[config.mk]
export PLATFORM = sky130hd
export DESIGN_NAME = sorted_stack_priority_queue_core
export DESIGN_NICKNAME = d
export VERILOG_FILES = /design/src/hw/rtl/sspq_pkg.sv /design/src/hw/rtl/sspq_cell.sv /design/src/hw/rtl/sorted_stack_priority_queue_core.sv
export SDC_FILE = /design/constraint.sdc
export NUM_CORES = 2
export LEC_CHECK = 0
export ABC_CLOCK_PERIOD_IN_PS = 4800
export BUFFER_PORTS_ARGS = -buffer_cell sky130_fd_sc_hd__buf_2
export CAP_MARGIN = 20
export CORE_ASPECT_RATIO = 0.9
export CORE_MARGIN = 4
export CORE_UTILIZATION = 55
export DETAILED_ROUTE_END_ITERATION = 16
export PLACE_DENSITY = 0.72
export SLEW_MARGIN = 30
export SYNTH_ARGS = -nofsm -noshare
export SYNTH_HDL_FRONTEND = slang
export SYNTH_SLANG_ARGS = --single-unit
[constraint.sdc]
create_clock -name clk -period 4.8 [get_ports clk]
set_input_delay 0.48 -clock clk [delete_from_list [all_inputs] [get_ports clk]]
set_output_delay 0.48 -clock clk [all_outputs]
set_load 0.01 [all_outputs]
[src/hw/rtl/sspq_pkg.sv]
// ----------------------------------------------------------------------------
// sspq_pkg
// Types and codes shared by the sorted stack priority queue modules.
// ----------------------------------------------------------------------------
package sspq_pkg;

  localparam int VALUE_W  = 32;
  localparam int STATUS_W = 2;
  localparam int OCC_W    = 5;

  localparam logic MODE_INSERT = 1'b0;
  localparam logic MODE_REMOVE = 1'b1;

  localparam logic [STATUS_W-1:0] ST_OK    = 2'd0;
  localparam logic [STATUS_W-1:0] ST_EMPTY = 2'd1;
  localparam logic [STATUS_W-1:0] ST_FULL  = 2'd2;

  typedef struct packed {
    logic                       mode;
    logic signed [VALUE_W-1:0]  value;
  } in_t;

  typedef struct packed {
    logic signed [VALUE_W-1:0]  removed_value;
    logic [STATUS_W-1:0]        status;
    logic [OCC_W-1:0]           occupancy;
  } out_t;

  // Broadcast to every cell of the chain.
  typedef struct packed {
    logic                       ins;
    logic                       rem;
    logic signed [VALUE_W-1:0]  value;
  } cell_ctl_t;

endpackage

[src/hw/rtl/sspq_cell.sv]
// ----------------------------------------------------------------------------
// sspq_cell
// One storage slot of the sorted chain. Slot 0 holds the largest value.
// ----------------------------------------------------------------------------
module sspq_cell (
  input  logic                               clk,
  input  sspq_pkg::cell_ctl_t                ctl,
  input  logic                               occ,
  input  logic                               above_gt,
  input  logic signed [sspq_pkg::VALUE_W-1:0] above_entry,
  input  logic signed [sspq_pkg::VALUE_W-1:0] below_entry,
  output logic                               gt,
  output logic signed [sspq_pkg::VALUE_W-1:0] entry
);
  import sspq_pkg::*;

  logic signed [VALUE_W-1:0] entry_next;

  // Strictly greater: equal stored values stay below the new one.
  assign gt = occ && (entry > ctl.value);

  always_comb begin
    entry_next = entry;
    if (ctl.ins) begin
      if (!gt) begin
        // first slot not greater takes the new value, the rest shift down
        entry_next = above_gt ? ctl.value : above_entry;
      end
    end else if (ctl.rem) begin
      entry_next = below_entry;
    end
  end

  always_ff @(posedge clk) begin
    entry <= entry_next;
  end

endmodule

[src/hw/rtl/sorted_stack_priority_queue_core.sv]
// Sorted max priority queue of up to DEPTH signed 32-bit values, built as a
// chain of cells with the largest value in cell 0. Every cell compares its
// value with the incoming one in parallel, so no search loop is needed: one
// transaction per cycle while in_stall is low, with the result in an output
// register in the cycle after acceptance. Remove on empty returns status 1,
// insert on full returns status 2; both leave the contents unchanged.
// ----------------------------------------------------------------------------
// sorted_stack_priority_queue_core
// Top level: cell chain, fill count and result register.
// ----------------------------------------------------------------------------
module sorted_stack_priority_queue_core #(
  parameter int DEPTH = 16
) (
  input  logic          clk,
  input  logic          rst,
  input  logic          in_valid,
  output logic          in_stall,
  input  sspq_pkg::in_t in_data,
  output logic          out_valid,
  input  logic          out_stall,
  output sspq_pkg::out_t out_data
);
  import sspq_pkg::*;

  localparam int COUNT_W = $clog2(DEPTH + 1);
  localparam logic [COUNT_W-1:0] DEPTH_C = COUNT_W'(DEPTH);

  logic [COUNT_W-1:0] count;
  logic [COUNT_W-1:0] count_next;
  logic               accept;
  logic               full;
  logic               empty;
  cell_ctl_t          ctl;
  out_t               out_next;
  logic               out_valid_next;

  logic                      gt  [DEPTH];
  logic signed [VALUE_W-1:0] ent [DEPTH];

  assign in_stall = out_valid && out_stall;
  assign accept   = in_valid && !in_stall;
  assign full     = (count == DEPTH_C);
  assign empty    = (count == '0);

  always_comb begin
    ctl.value = in_data.value;
    ctl.ins   = accept && (in_data.mode == MODE_INSERT) && !full;
    ctl.rem   = accept && (in_data.mode == MODE_REMOVE) && !empty;
  end

  genvar i;
  generate
    for (i = 0; i < DEPTH; i++) begin : g_cell
      logic                      above_gt;
      logic signed [VALUE_W-1:0] above_entry;
      logic signed [VALUE_W-1:0] below_entry;

      if (i == 0) begin : g_top
        assign above_gt    = 1'b1;
        assign above_entry = in_data.value;
      end else begin : g_mid
        assign above_gt    = gt[i-1];
        assign above_entry = ent[i-1];
      end

      if (i == DEPTH - 1) begin : g_bot
        assign below_entry = ent[i];
      end else begin : g_up
        assign below_entry = ent[i+1];
      end

      sspq_cell u_cell (
        .clk         (clk),
        .ctl         (ctl),
        .occ         (COUNT_W'(i) < count),
        .above_gt    (above_gt),
        .above_entry (above_entry),
        .below_entry (below_entry),
        .gt          (gt[i]),
        .entry       (ent[i])
      );
    end
  endgenerate

  always_comb begin
    count_next = count;
    if (ctl.ins) begin
      count_next = count + 1'b1;
    end else if (ctl.rem) begin
      count_next = count - 1'b1;
    end
  end

  always_comb begin
    out_valid_next = out_valid && out_stall;
    out_next       = out_data;
    if (accept) begin
      out_valid_next         = 1'b1;
      out_next.removed_value = '0;
      out_next.status        = ST_OK;
      out_next.occupancy     = OCC_W'(count_next);
      if (in_data.mode == MODE_INSERT) begin
        if (full) begin
          out_next.status = ST_FULL;
        end
      end else if (empty) begin
        out_next.status = ST_EMPTY;
      end else begin
        out_next.removed_value = ent[0];
      end
    end
  end

  always_ff @(posedge clk) begin
    if (rst) begin
      count     <= '0;
      out_valid <= 1'b0;
    end else begin
      count     <= count_next;
      out_valid <= out_valid_next;
    end
  end

  always_ff @(posedge clk) begin
    out_data <= out_next;
  end

  a_count_bound: assert property (@(posedge clk) disable iff (rst)
    count <= DEPTH_C)
    else $error("fill count above depth");

  a_sorted_top: assert property (@(posedge clk) disable iff (rst)
    (count >= COUNT_W'(2)) |-> (ent[0] >= ent[1]))
    else $error("top two entries out of order");

  a_insert_count: assert property (@(posedge clk) disable iff (rst)
    ctl.ins |=> (count == $past(count) + 1'b1))
    else $error("insert did not grow count");

  a_remove_value: assert property (@(posedge clk) disable iff (rst)
    ctl.rem |=> (out_data.removed_value == $past(ent[0]) && out_data.status == ST_OK))
    else $error("remove returned wrong value");

  a_result_follows: assert property (@(posedge clk) disable iff (rst)
    accept |=> out_valid)
    else $error("accepted transaction produced no result");

endmodule

# Yosys cells after proc, flatten, opt, wreduce, memory -nomap -nowiden
# Index checks and enable logic that the tools add are counted.
# totals
reg_bits	557
in_bits	37
# op_classes
add_sub_neg	2
order_cmp	32
n_eq_ne	16
muxes	66
n_bitwise	2
n_reduce_logical	44
# ops
op	count
two-way mux 32 bit	60
> comparator 32 bit	16
less-than comparator 4 x 5 -> 1 bit, first input constant	8
AND reduction 2 bit	16
!= test 2 bit, second input constant	15
logical AND 1 bit	22
less-than comparator 3 x 5 -> 1 bit, first input constant	4
less-than comparator 1 x 5 -> 1 bit, first input constant	2
less-than comparator 2 x 5 -> 1 bit, first input constant	2
two-way mux 5 bit	2
adder 5 x 1 -> 5 bit, second input constant	1
== test 5 bit, second input constant	1
logical NOT 5 bit	1
subtractor 5 x 1 -> 5 bit, second input constant	1
two-way mux 2 bit	2
logical NOT 1 bit	3
two-way mux 1 bit	2
NOT 1 bit	2
nonzero test 2 bit	1
OR reduction 2 bit	1

# Logic depth before layout (Yosys ltp)
# depth
ltp_word	7
ltp_mapped	12

# Cells and area by module
# Synthesis repeated with hierarchy kept, for this count alone.
# unflattened
cells_unflattened	4348
area_unflattened_um2	42271.8
# modules_own_cells
mod	n_inst	cells_per_inst	area_each_um2
sspq_cell	16	261	2511.2
sorted_stack_priority_queue_core	1	172	2093.3

# Worst setup path before layout
# Ideal clock, no wire load.
# synth_timing
kind	input to register
start	input in_data[5] (netlist bit)
end	register g_cell[15].u_cell.entry[0] (netlist bit), enable pin
arrival_ns	4.503
t_required_ns	4.339
path_slack_ns	-0.164
stages	8
n_path_buf	0
cell_sequence	inv_1 -> ha_1 -> a21o_1 -> a221o_1 -> a221oi_1 -> a31oi_1 -> o311a_1 -> nor3_1
# synth_between
elab_chain_cells	4
# synth_rtl
element	line_no	source
start: declaration	sorted_stack_priority_queue_core.sv:18	input sspq_pkg::in_t in_data,
> comparator 32 bit	sspq_cell.sv:20	assign gt = occ && (entry > ctl.value);
logical AND 1 bit	sspq_cell.sv:20	
NOT 1 bit (no source line)	--	
AND reduction 2 bit (no source line)	--	
end signal: assignment	sspq_cell.sv:35	entry <= entry_next;
end: declaration	sspq_cell.sv:13	output logic signed [sspq_pkg::VALUE_W-1:0] entry
# Every way passes these cells.
# A chain may end at the register's enable or synchronous reset.

# Final worst setup path
# layout_timing
start	register count[1]
end	register g_cell[10].u_cell.entry[10] (netlist bit) (data pin)
# layout_between
elab_chain_cells	5
word_cells_on_any_way	8
# layout_rtl
element	line_no	source
start: declaration	sorted_stack_priority_queue_core.sv:28	logic [COUNT_W-1:0] count;
start signal: assignment	sorted_stack_priority_queue_core.sv:119	count <= count_next;
less-than comparator 4 x 5 -> 1 bit	sorted_stack_priority_queue_core.sv:75	.occ (COUNT_W'(i) < count),
logical AND 1 bit	sspq_cell.sv:20	
two-way mux 32 bit	sspq_cell.sv:27	entry_next = above_gt ? ctl.value : above_entry;
two-way mux 32 bit	sspq_cell.sv:25	if (!gt) begin
two-way mux 32 bit (*)	sspq_cell.sv:24	if (ctl.ins) begin
net g_cell[10].u_cell.entry_next[10]	sspq_cell.sv:17	logic signed [VALUE_W-1:0] entry_next;
end signal: assignment	sspq_cell.sv:35	
end: declaration	sspq_cell.sv:13	
# Mark *: on every way through the listed nets, which the timed path passes. The rest lies on a longest branch. The select of a mux whose other input is x is not followed.

==> results.py <==
metrics = {
    "yosys": {
        "syn-num-nets": 4138,
        "synth-edff-count": 551,
        "synthArstFlopShare_pct": 0,
        "synth_top_area_share_pct": 44.2,
        "ys_seq_area_share_pct": 44.5,
        "synth_area_per_cell_sq_um": 10.4,
        "ys_ff_latch": 557,
        "yosysWarnings": 0,
        "ys.flop_type": "edfxtp_1",
        "ys_types": 65,
        "netlist.top_cell.by_area": "edfxtp_1",
        "synth_area_sq_um": 37500,
        "synthCells": 3586,
        "synth_area_leaders": "edfxtp_1, ha_1, o221ai_1",
    },
    "critical_path": {
        "critical_path_class": "reg2reg",
        "cp_data_required_time_ns": 5.24,
        "crit_chain": "inv_1 -> ha_1 -> nor3b_1 -> and2_1 -> or3_4 -> buf_4 -> buf_4 -> nand2_1 -> o221ai_1",
        "crit_cells": 9,
        "crit_arrival_ns": 4.15,
        "regToRegStartpoint": "count[1]$_SDFF_PP0_",
        "worstReg2RegEnd": "g_cell[10].u_cell.entry[10]$_DFFE_PP_",
        "rrSetupSlack_ns": 1.09,
        "startpoint": "count[1]$_SDFF_PP0_",
        "start_kind": "flop",
        "endpoint_kind": "flop",
        "cp_top_family": "simple AND/OR/NAND/NOR gates",
        "ff2ff_path_depth": 9,
        "crit_path_frequent_cell": "buf_4",
        "slowest_delay_ns": 0.63,
        "crit_path_end": "g_cell[10].u_cell.entry[10]$_DFFE_PP_",
        "cp_slowest_cell": "or3_4",
        "crit_buf_inv": 3,
        "path_max_fanout": 62,
    },
    "route": {
        "wl_per_cell_microns": 23.3,
        "vias_per_cell": 6.64,
        "antenna_left": 0,
        "wl_mm": 106,
        "vias": 30300,
        "drc": 0,
        "drt-pass1-iter-count": 5,
        "drt_iter0_drc": 3500,
    },
    "clocking": {
        "cts.htree.levels": 2,
        "cts_resized": 0,
        "cts_tree": "done",
        "ctsHoldBuffers": 0,
        "clockBufferDepth": 3,
        "clk_pin_slew_ns": 0.06,
        "cts_root_buffer": "clkbuf_16",
        "worstSkewPairLatency_ns": 0.64,
        "post-cts-setup-buffer-count": 0,
        "cts_buffers": 59,
        "clock_sink_count": 557,
    },
    "floorplan": {
        "fp.coreArea_sq_um": 67200,
        "num_rows": 90,
        "die_height_microns": 256,
        "start_util_pct": 55.7,
        "num_io_pins": 78,
        "dieWidth_microns": 283,
        "dieArea_sq_um": 72300,
    },
    "timing": {
        "rsz0062_at_grt": "false",
        "finalMaxSlewViolations": 0,
        "hold_viol": 0,
        "min_period_over_period_pct": 77.3,
        "period_minus_slack_ns": 3.71,
        "tightest_slew_ns": 0.921,
        "setup_viol": 0,
        "slew-limit-headroom_pct": 38.1,
        "fmax_ghz": 0.269,
        "setup_tns_ns": 0,
        "worst_clock_skew_ns": 0.0260,
    },
    "power_and_ir_drop": {
        "p_leak_nw": 17.0,
        "power_density_nw_per_um2": 358,
        "irDropWorstVdd_v": 0.000346,
    },
    "final_layout": {
        "utilization_pct": 60.8,
        "fill_cells": 5532,
        "area_growth_pct": 9.14,
        "nets": 4191,
        "drive_gt1_share_pct": 8.99,
    },
    "hold_path": {
        "min_path_type": "in2reg",
    },
    "global_routing": {
        "grt_max_degree": 97,
        "antenna_found_initial": 1,
        "grt_first_pass_wirelength_mm": 167,
        "overflow": 0,
        "track_usage_pct": 28.6,
        "grt_pass1_vias": 29400,
    },
    "run": {
        "drv_cap": 0,
    },
    "run_status": {
        "status": "completed",
    },
    "placed_design": {
        "place_congestion": 0.930,
        "io_buffers": 77,
        "dp_hpwl_mm": 81.9,
    },
}
==> stage by stage <==
step | instance area (sq um) | setup slack, ns | hold WS [ns] | power, mW | cells
CTS | 40900 | 1.18 | 0.0500 | 14.6 | 4556
finish | 40900 | 1.09 | 0.0736 | 14.6 | 4557
global route | 40900 | 0.874 | 0.0981 | 15.3 | 4557
floorplan | 37500 | 0.807 | 0.530 | 8.97 | 3586
global placement | 39100 | 0.773 | 0.541 | 10.0 | 4452
detailed placement | 39100 | 0.708 | 0.551 | 10.2 | 4452
==> sequential cells by signal, summed over array words and instances (netlist names) <==
register             count
out_data                39
out_valid                1
count                    5
g_cell.u_cell.entry    512
==> worst register-to-register path: stages (launching register included) <==
cell and delay (ns):
dfxtp_1 0.49, inv_1 0.17, ha_1 0.21, nor3b_1 0.42
and2_1 0.26, or3_4 0.63, buf_4 0.44, buf_4 0.61
nand2_1 0.19, o221ai_1 0.11
==> how the worst min path moves through the flow <==
stage / from / endpoint / slack (ns) / cells after the start
after floorplan: g_cell[12].u_cell.entry[0]$_DFFE_PP_ / g_cell[11].u_cell.entry[0]$_DFFE_PP_ / 0.53 / 2
after global placement: g_cell[3].u_cell.entry[0]$_DFFE_PP_ / g_cell[2].u_cell.entry[0]$_DFFE_PP_ / 0.54 / 2
after detailed placement: g_cell[15].u_cell.entry[19]$_DFFE_PP_ / g_cell[14].u_cell.entry[19]$_DFFE_PP_ / 0.55 / 2
after CTS: in_valid / out_valid$_SDFF_PP0_ / 0.05 / 3
after global routing: in_valid / out_valid$_SDFF_PP0_ / 0.1 / 3
final: in_valid / out_valid$_SDFF_PP0_ / 0.07 / 3
==> synthesized netlist by cell type, types with 3 or more instances <==
cell type    n
a31oi_1      6
a221oi_1     3
mux2_2      28
inv_1      376
or4_1        7
nand2_1    455
dfxtp_1      6
mux2_1       4
ha_1       515
or2_2       15
o21ai_0     75
a21o_1      54
nand2b_1     7
a211oi_1     4
nand4_1    118
clkbuf_1   170
a22o_1       8
o211ai_1    17
buf_1       10
a21oi_1    217
a2111oi_0   12
nor3_2       4
o21a_1       6
a211o_1     13
and4_1       4
buf_6       12
nor3_1     176
o221ai_1   320
or3_1       13
a31o_2       3
o31a_1      18
o31ai_1     10
nor2_1      42
buf_2       10
nor2b_1     23
a221o_1    142
nor4_1      31
o21ai_1      9
nand3_1     60
edfxtp_1   551
==> cell usage in the layout, fill, tap and decap left out, drive strengths merged, types with 4 or more instances in the layout <==
cell       n
a21oi    217
buf      195
a2111oi   12
o221ai   320
o21ai     85
bufinv     4
ha       515
edfxtp   551
a22o       8
dfxtp      6
a211o     13
mux2      32
o31ai     10
nor4      31
nor2b     23
o21a       9
or2       15
nor2      42
clkbuf    75
o31a      18
nor3     180
nand2b     7
nand3     60
or3       13
o211ai    17
and4       4
nand2    455
a211oi     4
a31oi      6
clkinv    25
a221o    142
or4        8
a21o      54
nand4    118
inv      376
==> cells by family after synthesis <==
family	Yosys count	share of synthesized area, %
xor+xnor	3	0.0702
compound gates	933	19.0
flops	557	44.5
simple gates	966	12.2
fa+ha+maj	515	17.2
buf+inv	580	6.10
mux	32	0.962
==> per-layer routing <==
| metal | GRT usage (%) | up-vias | routed length (microns) |
|---|---|---|---|
| met3 | 4.67 | 211 | 10500 |
| met5 | 0 | - | 0 |
| met4 | 9.34 | 0 | 3530 |
| met1 | 42.3 | 14400 | 47000 |
| li1 | - | 14100 | - |
| met2 | 43.2 | 1517 | 45100 |
==> report_power, final <==
part           total (mW)  switching [mW]  leakage, nW  internal (mW)
sequential           6.71           0.519         5.28           6.20
combinational        3.44            2.17         10.9           1.27
clock                4.47            1.96        0.881           2.51
total                14.6            4.65         17.0           9.97
==> cell type report <==
| class | count | area (sq um) | area share [%] |
|---|---|---|---|
| multi-input cells | 2449 | 18600 | 45.4 |
| flip-flops and latches | 557 | 16700 | 40.8 |
| clock buffers | 75 | 1580 | 3.86 |
| inverters | 377 | 1420 | 3.46 |
| repair buffers | 195 | 1330 | 3.26 |
| well taps | 874 | 1090 | 2.68 |
| clock inverters | 29 | 228 | 0.557 |
| diodes | 1 | 2.50 | 0.00612 |
No activity file was read; power rests on OpenSTA's default activity.
